File: src/gps_pkg.sv
package gps_pkg;

   // Field widths of the channels and the control register.
   localparam int GAIN_W        = 32;
   localparam int RATE_W        = 25;
   localparam int FRAC_BITS_DEF = 24;

   // Internal widths: the target scaled by the overshoot factor, and the
   // stage differences that feed the shared multiplier.
   localparam int GM_W   = 34;
   localparam int DIFF_W = 36;

   localparam logic signed [GAIN_W-1:0] GAIN_MAX = {1'b0, {(GAIN_W-1){1'b1}}};
   localparam logic signed [GAIN_W-1:0] GAIN_MIN = {1'b1, {(GAIN_W-1){1'b0}}};

   typedef enum logic [2:0] {
      ST_IDLE,
      ST_GAIN,
      ST_PULL,
      ST_FIRST,
      ST_DIFF,
      ST_SECOND,
      ST_EMIT
   } gps_state_type;

   // 0.07, 1.07 and 0.0001 rounded to nearest at the given fraction width.
   function automatic longint over_a_q(input int frac);
      return (7 * (longint'(1) << frac) + 50) / 100;
   endfunction

   function automatic longint over_b_q(input int frac);
      return (107 * (longint'(1) << frac) + 50) / 100;
   endfunction

   function automatic longint snap_tol_q(input int frac);
      return ((longint'(1) << frac) + 5000) / 10000;
   endfunction

endpackage

File: src/gps_req_if.sv
interface gps_req_if;
   import gps_pkg::*;

   logic                     valid;
   logic                     ready;
   logic signed [GAIN_W-1:0] target_gain;
   logic                     buffer_end;

   modport source (output valid, target_gain, buffer_end, input ready);
   modport sink   (input valid, target_gain, buffer_end, output ready);
endinterface

File: src/gps_rsp_if.sv
interface gps_rsp_if;
   import gps_pkg::*;

   logic                     valid;
   logic                     ready;
   logic signed [GAIN_W-1:0] gain_out;
   logic                     ran;

   modport source (output valid, gain_out, ran, input ready);
   modport sink   (input valid, gain_out, ran, output ready);
endinterface

File: src/gps_serial_mul.sv
// Radix-4 digit-serial multiplier: signed multiplicand times unsigned
// multiplier, two multiplier bits retired per cycle through a shift register.
module gps_serial_mul #(
   parameter int MCAND_W  = gps_pkg::DIFF_W,
   parameter int MPLIER_W = gps_pkg::RATE_W,
   localparam int PROD_W  = MCAND_W + 1 + 2 * ((MPLIER_W + 1) / 2)
) (
   input  logic                      clock,
   input  logic                      reset,
   input  logic                      start,
   input  logic signed [MCAND_W-1:0] mcand,
   input  logic [MPLIER_W-1:0]       mplier,
   output logic                      done,
   output logic signed [PROD_W-1:0]  product
);
   localparam int NDIG  = (MPLIER_W + 1) / 2;
   localparam int LO_W  = 2 * NDIG;
   localparam int HI_W  = MCAND_W + 1;
   localparam int M3_W  = MCAND_W + 2;
   localparam int SUM_W = MCAND_W + 3;
   localparam int CNT_W = $clog2(NDIG + 1);

   logic signed [MCAND_W-1:0] m1_ff, m1_in;
   logic signed [M3_W-1:0]    m3_ff, m3_in;
   logic signed [HI_W-1:0]    hi_ff, hi_in;
   logic [LO_W-1:0]           lo_ff, lo_in;
   logic [CNT_W-1:0]          cnt_ff, cnt_in;
   logic                      busy_ff, busy_in;
   logic                      done_ff, done_in;
   logic signed [SUM_W-1:0]   pp;
   logic signed [SUM_W-1:0]   sum;

   always_comb begin
      unique case (lo_ff[1:0])
         2'd0: pp = '0;
         2'd1: pp = SUM_W'(m1_ff);
         2'd2: pp = SUM_W'(m1_ff) <<< 1;
         2'd3: pp = SUM_W'(m3_ff);
         default: pp = '0;
      endcase
      sum = SUM_W'(hi_ff) + pp;
   end

   always_comb begin
      m1_in   = m1_ff;
      m3_in   = m3_ff;
      hi_in   = hi_ff;
      lo_in   = lo_ff;
      cnt_in  = cnt_ff;
      busy_in = busy_ff;
      done_in = 1'b0;
      if (start) begin
         // load operands, precompute three times the multiplicand
         m1_in   = mcand;
         m3_in   = M3_W'(mcand) + (M3_W'(mcand) <<< 1);
         hi_in   = '0;
         lo_in   = LO_W'(mplier);
         cnt_in  = CNT_W'(NDIG);
         busy_in = 1'b1;
      end else if (busy_ff) begin
         // add one digit's partial product, shift two bits into the low word
         hi_in  = sum[SUM_W-1:2];
         lo_in  = {sum[1:0], lo_ff[LO_W-1:2]};
         cnt_in = cnt_ff - CNT_W'(1);
         if (cnt_ff == CNT_W'(1)) begin
            busy_in = 1'b0;
            done_in = 1'b1;
         end
      end
   end

   always_ff @(posedge clock) begin
      if (reset) begin
         cnt_ff  <= '0;
         busy_ff <= 1'b0;
         done_ff <= 1'b0;
      end else begin
         cnt_ff  <= cnt_in;
         busy_ff <= busy_in;
         done_ff <= done_in;
      end
   end

   always_ff @(posedge clock) begin
      m1_ff <= m1_in;
      m3_ff <= m3_in;
      hi_ff <= hi_in;
      lo_ff <= lo_in;
   end

   assign done    = done_ff;
   assign product = {hi_ff, lo_ff};

   a_start_idle: assert property (@(posedge clock) disable iff (reset)
      start |-> !busy_ff)
      else $error("multiplier started while busy");

   a_done_not_busy: assert property (@(posedge clock) disable iff (reset)
      done_ff |-> !busy_ff)
      else $error("multiplier done while still busy");

   a_busy_count: assert property (@(posedge clock) disable iff (reset)
      busy_ff |-> (cnt_ff != '0))
      else $error("multiplier busy with empty digit count");

endmodule

File: src/two_pole_gain_smoother.sv
// Channel    Dir  Payload                         Transfer
// ---------  ---  ------------------------------  ----------------------
// req_chan   in   target_gain[31:0], buffer_end   valid && ready
// rsp_chan   out  gain_out[31:0], ran             valid && ready
// csr        in   csr_write_data[24:0]            csr_write_enable high
//
// One frame in a buffer that runs uses the multiplier for 0.07*s2, w*d1 and
// w*d2 in turn; the first frame of such a buffer forms 1.07*T before these.
// D is the digit count (M+1)/2 of the radix-4 serial multiplier,
// M = max(25, FRAC_BITS+1), and each multiply steps through its D digits.
// A skipped buffer's frame emits with no multiply. The next frame transfers in the
// cycle after a result is loaded into the output register.
// Reset clears both stages, the held target and the buffer flags. A stalled
// result stays in the output register; a finished frame waits only if that
// register is still full.
module two_pole_gain_smoother #(
   parameter int FRAC_BITS = gps_pkg::FRAC_BITS_DEF
) (
   input  logic                        clock,
   input  logic                        reset,
   gps_req_if.sink                     req_chan,
   gps_rsp_if.source                   rsp_chan,
   input  logic                        csr_write_enable,
   input  logic [gps_pkg::RATE_W-1:0]  csr_write_data
);
   import gps_pkg::*;

   // Multiplier widths: the multiplier operand must hold w and the 1.07 constant.
   localparam int M_W   = (RATE_W > FRAC_BITS + 1) ? RATE_W : FRAC_BITS + 1;
   localparam int LO_W  = 2 * ((M_W + 1) / 2);
   localparam int P_W   = DIFF_W + 1 + LO_W;
   localparam int Q_W   = P_W - FRAC_BITS;
   localparam int RS_W  = Q_W + 1;
   localparam int SUM_W = RS_W + 1;

   localparam logic [M_W-1:0] OVER_A_Q = M_W'(over_a_q(FRAC_BITS));
   localparam logic [M_W-1:0] OVER_B_Q = M_W'(over_b_q(FRAC_BITS));
   localparam logic signed [GAIN_W:0] SNAP_TOL_Q = (GAIN_W + 1)'(snap_tol_q(FRAC_BITS));

   gps_state_type state_ff, state_in;

   // filter state
   logic signed [GAIN_W-1:0] s1_ff, s1_in;
   logic signed [GAIN_W-1:0] s2_ff, s2_in;
   logic signed [GAIN_W-1:0] held_ff, held_in;
   logic signed [GM_W-1:0]   gm_ff, gm_in;
   logic                     mid_ff, mid_in;
   logic                     skip_ff, skip_in;
   logic                     last_ff, last_in;
   logic                     ran_ff, ran_in;
   logic [RATE_W-1:0]        rate_ff, rate_in;

   // output register
   logic                     out_valid_ff, out_valid_in;
   logic signed [GAIN_W-1:0] out_gain_ff, out_gain_in;
   logic                     out_ran_ff, out_ran_in;

   // shared multiplier
   logic                     mul_start;
   logic signed [DIFF_W-1:0] mul_mcand;
   logic [M_W-1:0]           mul_mplier;
   logic                     mul_done;
   logic signed [P_W-1:0]    mul_product;

   logic signed [Q_W-1:0]    prod_q;
   logic signed [RS_W-1:0]   rs_val;
   logic signed [SUM_W-1:0]  s1_sum;
   logic signed [SUM_W-1:0]  s2_sum;
   logic signed [DIFF_W-1:0] d1;
   logic signed [DIFF_W-1:0] d2;
   logic signed [GAIN_W:0]   gap;
   logic                     snap_hit;
   logic                     skip_now;
   logic                     req_take;
   logic                     rsp_take;

   function automatic logic signed [GAIN_W-1:0] sat_gain(input logic signed [SUM_W-1:0] v);
      logic fits;
      fits = (v[SUM_W-1:GAIN_W-1] == {(SUM_W - GAIN_W + 1){v[GAIN_W-1]}});
      if (fits)
         return v[GAIN_W-1:0];
      else if (v[SUM_W-1])
         return GAIN_MIN;
      else
         return GAIN_MAX;
   endfunction

   gps_serial_mul #(
      .MCAND_W  (DIFF_W),
      .MPLIER_W (M_W)
   ) u_mul (
      .clock   (clock),
      .reset   (reset),
      .start   (mul_start),
      .mcand   (mul_mcand),
      .mplier  (mul_mplier),
      .done    (mul_done),
      .product (mul_product)
   );

   assign req_chan.ready = (state_ff == ST_IDLE);
   assign req_take       = req_chan.valid && req_chan.ready;
   assign rsp_take       = out_valid_ff && rsp_chan.ready;

   // Round the product back to FRAC_BITS fraction bits, ties up: adding half an
   // LSB carries into the kept part exactly when the first dropped bit is set.
   assign prod_q = mul_product[P_W-1:FRAC_BITS];
   assign rs_val = RS_W'(prod_q) + RS_W'(mul_product[FRAC_BITS-1]);

   assign s1_sum = SUM_W'(s1_ff) + SUM_W'(rs_val);
   assign s2_sum = SUM_W'(s2_ff) + SUM_W'(rs_val);

   // drive of the first stage: 1.07*T - s1 - 0.07*s2
   assign d1 = DIFF_W'(gm_ff) - DIFF_W'(s1_ff) - DIFF_W'(rs_val);
   // drive of the second stage: s1 - s2
   assign d2 = DIFF_W'(s1_ff) - DIFF_W'(s2_ff);

   // end-of-buffer snap window: |T - s2| < tolerance
   assign gap      = (GAIN_W + 1)'(held_ff) - (GAIN_W + 1)'(s2_ff);
   assign snap_hit = (gap < SNAP_TOL_Q) && (gap > -SNAP_TOL_Q);

   // On the first frame of a buffer the decision to skip comes from the new target.
   assign skip_now = mid_ff ? skip_ff : (s2_ff == req_chan.target_gain);

   assign rate_in = csr_write_enable ? csr_write_data : rate_ff;

   always_comb begin
      state_in     = state_ff;
      s1_in        = s1_ff;
      s2_in        = s2_ff;
      held_in      = held_ff;
      gm_in        = gm_ff;
      mid_in       = mid_ff;
      skip_in      = skip_ff;
      last_in      = last_ff;
      ran_in       = ran_ff;
      out_valid_in = out_valid_ff;
      out_gain_in  = out_gain_ff;
      out_ran_in   = out_ran_ff;
      mul_start    = 1'b0;
      mul_mcand    = '0;
      mul_mplier   = '0;

      // drop the result once the sink takes it
      if (rsp_take)
         out_valid_in = 1'b0;

      unique case (state_ff)
         ST_IDLE: begin
            if (req_take) begin
               last_in = req_chan.buffer_end;
               if (!mid_ff) begin
                  // first frame: latch the target and decide on the whole buffer
                  held_in = req_chan.target_gain;
                  mid_in  = 1'b1;
                  skip_in = skip_now;
               end
               if (skip_now) begin
                  ran_in   = 1'b0;
                  state_in = ST_EMIT;
               end else if (!mid_ff) begin
                  // scaled target changes only with the target: form it once per buffer
                  ran_in     = 1'b1;
                  mul_start  = 1'b1;
                  mul_mcand  = DIFF_W'(req_chan.target_gain);
                  mul_mplier = OVER_B_Q;
                  state_in   = ST_GAIN;
               end else begin
                  ran_in     = 1'b1;
                  mul_start  = 1'b1;
                  mul_mcand  = DIFF_W'(s2_ff);
                  mul_mplier = OVER_A_Q;
                  state_in   = ST_PULL;
               end
            end
         end
         ST_GAIN: begin
            if (mul_done) begin
               gm_in      = GM_W'(rs_val);
               mul_start  = 1'b1;
               mul_mcand  = DIFF_W'(s2_ff);
               mul_mplier = OVER_A_Q;
               state_in   = ST_PULL;
            end
         end
         ST_PULL: begin
            // overshoot term ready: start w * d1
            if (mul_done) begin
               mul_start  = 1'b1;
               mul_mcand  = d1;
               mul_mplier = M_W'(rate_ff);
               state_in   = ST_FIRST;
            end
         end
         ST_FIRST: begin
            if (mul_done) begin
               s1_in    = sat_gain(s1_sum);
               state_in = ST_DIFF;
            end
         end
         ST_DIFF: begin
            mul_start  = 1'b1;
            mul_mcand  = d2;
            mul_mplier = M_W'(rate_ff);
            state_in   = ST_SECOND;
         end
         ST_SECOND: begin
            if (mul_done) begin
               s2_in    = sat_gain(s2_sum);
               state_in = ST_EMIT;
            end
         end
         ST_EMIT: begin
            // hold until the output register is free; the result is s2 before the snap
            if (!out_valid_ff || rsp_chan.ready) begin
               out_valid_in = 1'b1;
               out_gain_in  = s2_ff;
               out_ran_in   = ran_ff;
               if (last_ff) begin
                  mid_in  = 1'b0;
                  skip_in = 1'b0;
                  if (ran_ff && snap_hit)
                     s2_in = held_ff;
               end
               state_in = ST_IDLE;
            end
         end
         default: state_in = ST_IDLE;
      endcase
   end

   always_ff @(posedge clock) begin
      if (reset) begin
         state_ff     <= ST_IDLE;
         s1_ff        <= '0;
         s2_ff        <= '0;
         held_ff      <= '0;
         mid_ff       <= 1'b0;
         skip_ff      <= 1'b0;
         last_ff      <= 1'b0;
         ran_ff       <= 1'b0;
         rate_ff      <= '0;
         out_valid_ff <= 1'b0;
      end else begin
         state_ff     <= state_in;
         s1_ff        <= s1_in;
         s2_ff        <= s2_in;
         held_ff      <= held_in;
         mid_ff       <= mid_in;
         skip_ff      <= skip_in;
         last_ff      <= last_in;
         ran_ff       <= ran_in;
         rate_ff      <= rate_in;
         out_valid_ff <= out_valid_in;
      end
   end

   always_ff @(posedge clock) begin
      gm_ff       <= gm_in;
      out_gain_ff <= out_gain_in;
      out_ran_ff  <= out_ran_in;
   end

   assign rsp_chan.valid    = out_valid_ff;
   assign rsp_chan.gain_out = out_gain_ff;
   assign rsp_chan.ran      = out_ran_ff;

   a_done_in_wait: assert property (@(posedge clock) disable iff (reset)
      mul_done |-> (state_ff == ST_GAIN || state_ff == ST_PULL ||
                    state_ff == ST_FIRST || state_ff == ST_SECOND))
      else $error("multiplier result arrived outside a wait state");

   a_ran_vs_skip: assert property (@(posedge clock) disable iff (reset)
      (state_ff == ST_EMIT) |-> (ran_ff != skip_ff))
      else $error("ran flag disagrees with buffer skip flag");

   a_skip_in_buffer: assert property (@(posedge clock) disable iff (reset)
      skip_ff |-> mid_ff)
      else $error("skip flag set outside a buffer");

   a_s2_writer: assert property (@(posedge clock) disable iff (reset)
      !$stable(s2_ff) |-> $past(state_ff == ST_SECOND || state_ff == ST_EMIT))
      else $error("second stage changed outside its update or snap");

endmodule
File: src/flat_wrapper.sv
// flat-port wrapper written by rule: the top's interface ports become plain ports
module two_pole_gain_smoother_flat import gps_pkg::*;
#(
   parameter int FRAC_BITS = gps_pkg::FRAC_BITS_DEF
)
  (clock, reset, csr_write_enable, csr_write_data, req_chan_valid, req_chan_target_gain, req_chan_buffer_end, req_chan_ready, rsp_chan_valid, rsp_chan_gain_out, rsp_chan_ran, rsp_chan_ready);
  gps_req_if req_chan_i ();
  gps_rsp_if rsp_chan_i ();
  input  logic clock;
  input  logic reset;
  input  logic csr_write_enable;
  input  logic [gps_pkg::RATE_W-1:0] csr_write_data;
  input wire logic [$bits(req_chan_i.valid)-1:0] req_chan_valid;
  input wire logic [$bits(req_chan_i.target_gain)-1:0] req_chan_target_gain;
  input wire logic [$bits(req_chan_i.buffer_end)-1:0] req_chan_buffer_end;
  output wire logic [$bits(req_chan_i.ready)-1:0] req_chan_ready;
  output wire logic [$bits(rsp_chan_i.valid)-1:0] rsp_chan_valid;
  output wire logic [$bits(rsp_chan_i.gain_out)-1:0] rsp_chan_gain_out;
  output wire logic [$bits(rsp_chan_i.ran)-1:0] rsp_chan_ran;
  input wire logic [$bits(rsp_chan_i.ready)-1:0] rsp_chan_ready;
  assign req_chan_i.valid = req_chan_valid;
  assign req_chan_i.target_gain = req_chan_target_gain;
  assign req_chan_i.buffer_end = req_chan_buffer_end;
  assign req_chan_ready = req_chan_i.ready;
  assign rsp_chan_valid = rsp_chan_i.valid;
  assign rsp_chan_gain_out = rsp_chan_i.gain_out;
  assign rsp_chan_ran = rsp_chan_i.ran;
  assign rsp_chan_i.ready = rsp_chan_ready;
  two_pole_gain_smoother #(.FRAC_BITS(FRAC_BITS)) u_core (.clock(clock), .reset(reset), .req_chan(req_chan_i), .rsp_chan(rsp_chan_i), .csr_write_enable(csr_write_enable), .csr_write_data(csr_write_data));
endmodule
File: config.mk
export PLATFORM = sky130hd
export DESIGN_NAME = two_pole_gain_smoother_flat
export DESIGN_NICKNAME = d
export VERILOG_FILES = /design/src/gps_pkg.sv /design/src/gps_req_if.sv /design/src/gps_rsp_if.sv /design/src/gps_serial_mul.sv /design/src/two_pole_gain_smoother.sv /design/src/flat_wrapper.sv
export SDC_FILE = /design/constraint.sdc
export NUM_CORES = 1
export LEC_CHECK = 0
export ABC_CLOCK_PERIOD_IN_PS = 14450
export BUFFER_PORTS_ARGS = -buffer_cell sky130_fd_sc_hd__clkbuf_2
export CORE_UTILIZATION = 55
export CTS_CLUSTER_SIZE = 24
export DETAILED_ROUTE_END_ITERATION = 10
export PLACE_DENSITY = 0.72
export RECOVER_POWER = 25
export SYNTH_ARGS = -nofsm -noshare
export SYNTH_HDL_FRONTEND = slang
export SYNTH_SLANG_ARGS = --single-unit
export TNS_END_PERCENT = 30
File: constraint.sdc
create_clock -name clock -period 14.45 [get_ports clock]
set_input_delay 0.7225 -clock clock [delete_from_list [all_inputs] [get_ports clock]]
set_output_delay 0.7225 -clock clock [all_outputs]
set_load 0.02 [all_outputs]
==> results.toml <==
[status]
status = "finished with violations"
failing_checks = "capacitance limit, slew limit"

[power_and_ir_drop]
power_report.internal_total_mw = 2.98
design_power_total_mw = 5.32
power.share.clock_pct = 20.1
sequentialPowerShare_pct = 26.9
power.ir.vdd_worst_mv = 0.119
relative_contribution_of_combinational_cells_to_total_power_pct = 53.0
leakagePower_nw = 13.7
netSwitchingPower_mw = 2.34
power_per_cell_area_nw_per_um2 = 166
switching_share_pct = 44.0

[detailed_routing]
via_count = 27008
route.antenna.remaining_nets = 0
tritonroute_pass_1_iters = 7
route.final.wire_length_mm = 90.1
drc_errors = 0
detail_route.wl_per_cell_um = 21.4
detailedRoute.firstIterationViolations = 2548
vias_per_cell = 6.40

[yosys]
netlist_area_um2 = 29800
synth_top_area_cell = "sky130_fd_sc_hd__edfxtp_1"
synthesis.nets = 3817
postSynthAreaPerCell_um2 = 8.60
ys_ff_latch = 337
netlist_instances = 3461
synth.top_cell.area_share_pct = 16.5
yosys_most_used_dff = "sky130_fd_sc_hd__dfxtp_1"
synth_enable_flop_cells = 164
ys.warnings.count = 0
yosysSeqAreaShare_pct = 28.2
netlist-cell-type-count = 107
asyncSetResetFlopFracSynth_pct = 0
netlist_top_cells_area = "sky130_fd_sc_hd__edfxtp_1 (17%), sky130_fd_sc_hd__ha_1 (12%), sky130_fd_sc_hd__dfxtp_1 (12%)"

[global_route]
grtUsageMet3_pct = 4.26
grt_pass1_wl_mm = 140
track_usage_pct = 31.8
first_global_vias = 25450
top_usage_layer = "met2"
grt_max_degree = 80
met1_global_route_usage_pct = 41.4
grt.met2_usage_pct = 52.8
grt_overflow_total = 0
initial_antenna_violation_count = 1

[worst_hold_path]
min_from = "csr_write_data[14]"
hold_class = "input pin to flop"

[cells_and_area]
multi_input_combinational_cell_area_um2 = 20100
stdcell_area_um2 = 32100
final_layout_size_suffix_gt1_share_pct = 8.22
fillCellCount = 4668
final_cell_mix = "sky130_fd_sc_hd__nand2_1 (287), sky130_fd_sc_hd__ha_1 (285), sky130_fd_sc_hd__a21oi_1 (278)"
net_count_final = 3852
layout_commonest_cell = "sky130_fd_sc_hd__nand2_1"
layout-area-overhead-vs-synth_pct = 7.90
antenna-diode-count = 0
layout.core_utilization_pct = 60.6
ff_latch_area_um2 = 8390

[placed_design]
preCtsSetupSlack_ps = 6840
portBuffers = 97
detailed_place.area_um2 = 30800
gp_congestion = 0.953
detailed_place_hpwl_mm = 70.2

[timing]
min_tclk_post_route_ps = 7840
tns_ps = 0
slew_headroom_pct = -105
worst_slew_pin_slew_ps = 3080
rsz0062_at_grt = "false"
timing.final.max_slew_violations = 138
timing.fmax_mhz = 128
period_share_pct = 54.2
finClkSkew_ps = 25.8
report.final.hold_viol_count = 0
fin_ws_ps = 6610
report.final.setup_viol = 0

[floorplanning]
floorplan.initialDensity_pct = 56.2
die_height_um = 235
floorplan.core_area_um2 = 53000
die-area_um2 = 55100
die_width_um = 235
ioPinCount = 98
row_count = 84

[clocking]
clock_insertion_delay_worst_skew_ps = 610
cts_hold_buffers = 0
clock-sinks = 337
post_cts_repair_resize_count = 0
clkSlewWorstSetupHoldPaths_ps = 60
clock-root-buffer = "sky130_fd_sc_hd__clkbuf_16"
cts_made_buffers = 42
clk_path_buf_depth = 3
cts_htree_levels = 2
clock_tree_from_tritoncts = "done"
postCtsSetupRepairBufs = 0

[setup_path]
required_ps = 14890
timing.rr.start = "u_core.s1_ff[1]"
worst_endpoint_data_arrival_time_ps = 8270
startpoint = "u_core.s1_ff[1]"
slowest_delay_ps = 500
crit_slowest_cell = "sky130_fd_sc_hd__a2bb2oi_1"
cp_endpoint_kind = "flop"
startpoint_type = "flop"
path_class = "flop to flop"
timing.critical_path.mode_cell = "sky130_fd_sc_hd__o21ai_0"
path_max_fanout = 7

[run]
maxCapViolCount = 3
## path summary, 6_finish.rpt
path / to / slack, ps / cells after the start
worst max-delay path: u_core.u_mul.m3_ff[35] / 6610 / 32
worst min register to register: u_core.held_ff[20] / 480 / 2
worst min-delay path: u_core.rate_ff[14] / 350 / 3
worst max register to register: u_core.u_mul.m3_ff[35] / 6610 / 32
## cells in the mapped netlist, drive strengths merged, types with 9 or more instances
cell type  instances
a211oi            25
nand2            288
clkbuf            96
a222oi            21
dfxtp            173
nor2             249
nor3              56
a31o               9
a22o              39
and3              52
nand4             57
edfxtp           164
nand3            119
or3               16
a211o             11
nor2b             40
o22ai             40
a221oi            38
xnor2            201
mux2i             83
a2111oi           12
or2               13
inv              191
nor4              17
a311oi            10
ha               285
o2bb2ai           32
o21ai            163
a31oi             45
o21a              33
and2              20
a21boi            11
a21oi            282
nand3b             9
o211ai            23
o31ai             10
mux2              38
buf               37
nand2b            49
a41oi              9
xor2             100
o21bai            38
a21o             154
## kinds of logic after synthesis
family / count (synthesis) / synth area share, %
compound gates: 1069 / 25.4
xor+xnor: 301 / 8.86
fa+ha+maj: 293 / 12.5
buf+inv: 325 / 4.32
flops: 337 / 28.2
mux: 121 / 4.23
simple gates: 1015 / 16.5
## final cells by class
class                   instances  share of cell area (%)
multi-input cells            2799                    62.7
inverters                     192                    2.25
repair buffers                124                    1.95
flip-flops and latches        337                    26.1
well taps                     688                    2.68
clock buffers                  54                    3.64
clock inverters                24                   0.693
## power by group through the flow
stage                     combinational (mW)  clock (mW)  sequential [mW]
after floorplan                         2.14           0             1.39
after global placement                  2.69           0             1.44
after detailed placement                2.75           0             1.45
after CTS                               2.78        1.09             1.43
after global routing                    3.08        1.12             1.45
final                                   2.82        1.07             1.43
## state kept, by name, summed over array words and instances (netlist names), 32 cells and up
register	cells
u_core.u_mul.hi_ff	37
u_core.u_mul.m3_ff	36
u_core.held_ff	32
u_core.rsp_chan.gain_out	32
u_core.u_mul.m1_ff	36
u_core.gm_ff	34
u_core.s2_ff	32
u_core.s1_ff	32
## metal layers
layer	routed length (µm)	part of all wire, %	vias to the layer above
met4	4160	4.6	2
met3	5260	5.8	226
met1	38900	43	12923
met2	41800	46	917
met5	19	0.021	-
li1	-	-	12940
## per-stage QoR
step,instances,hold slack [ps]
5_1_grt,4218,342
3_5_place_dp,4140,470
3_3_place_gp,4140,463
4_1_cts,4218,330
2_1_floorplan,3461,449
6_report,4218,355
## worst max-delay path: cells and delay by family (launching register included)
| family | cells | cell delay, ps |
|---|---|---|
| buffers and inverters | 2 | 250 |
| XOR/XNOR | 2 | 270 |
| AND/OR/NAND/NOR | 6 | 930 |
| flip-flops | 1 | 420 |
| adder cells (fa/ha/maj) | 3 | 1160 |
| AO/OA/AOI/OAI | 19 | 4640 |
(Power assumes the default switching activity.)
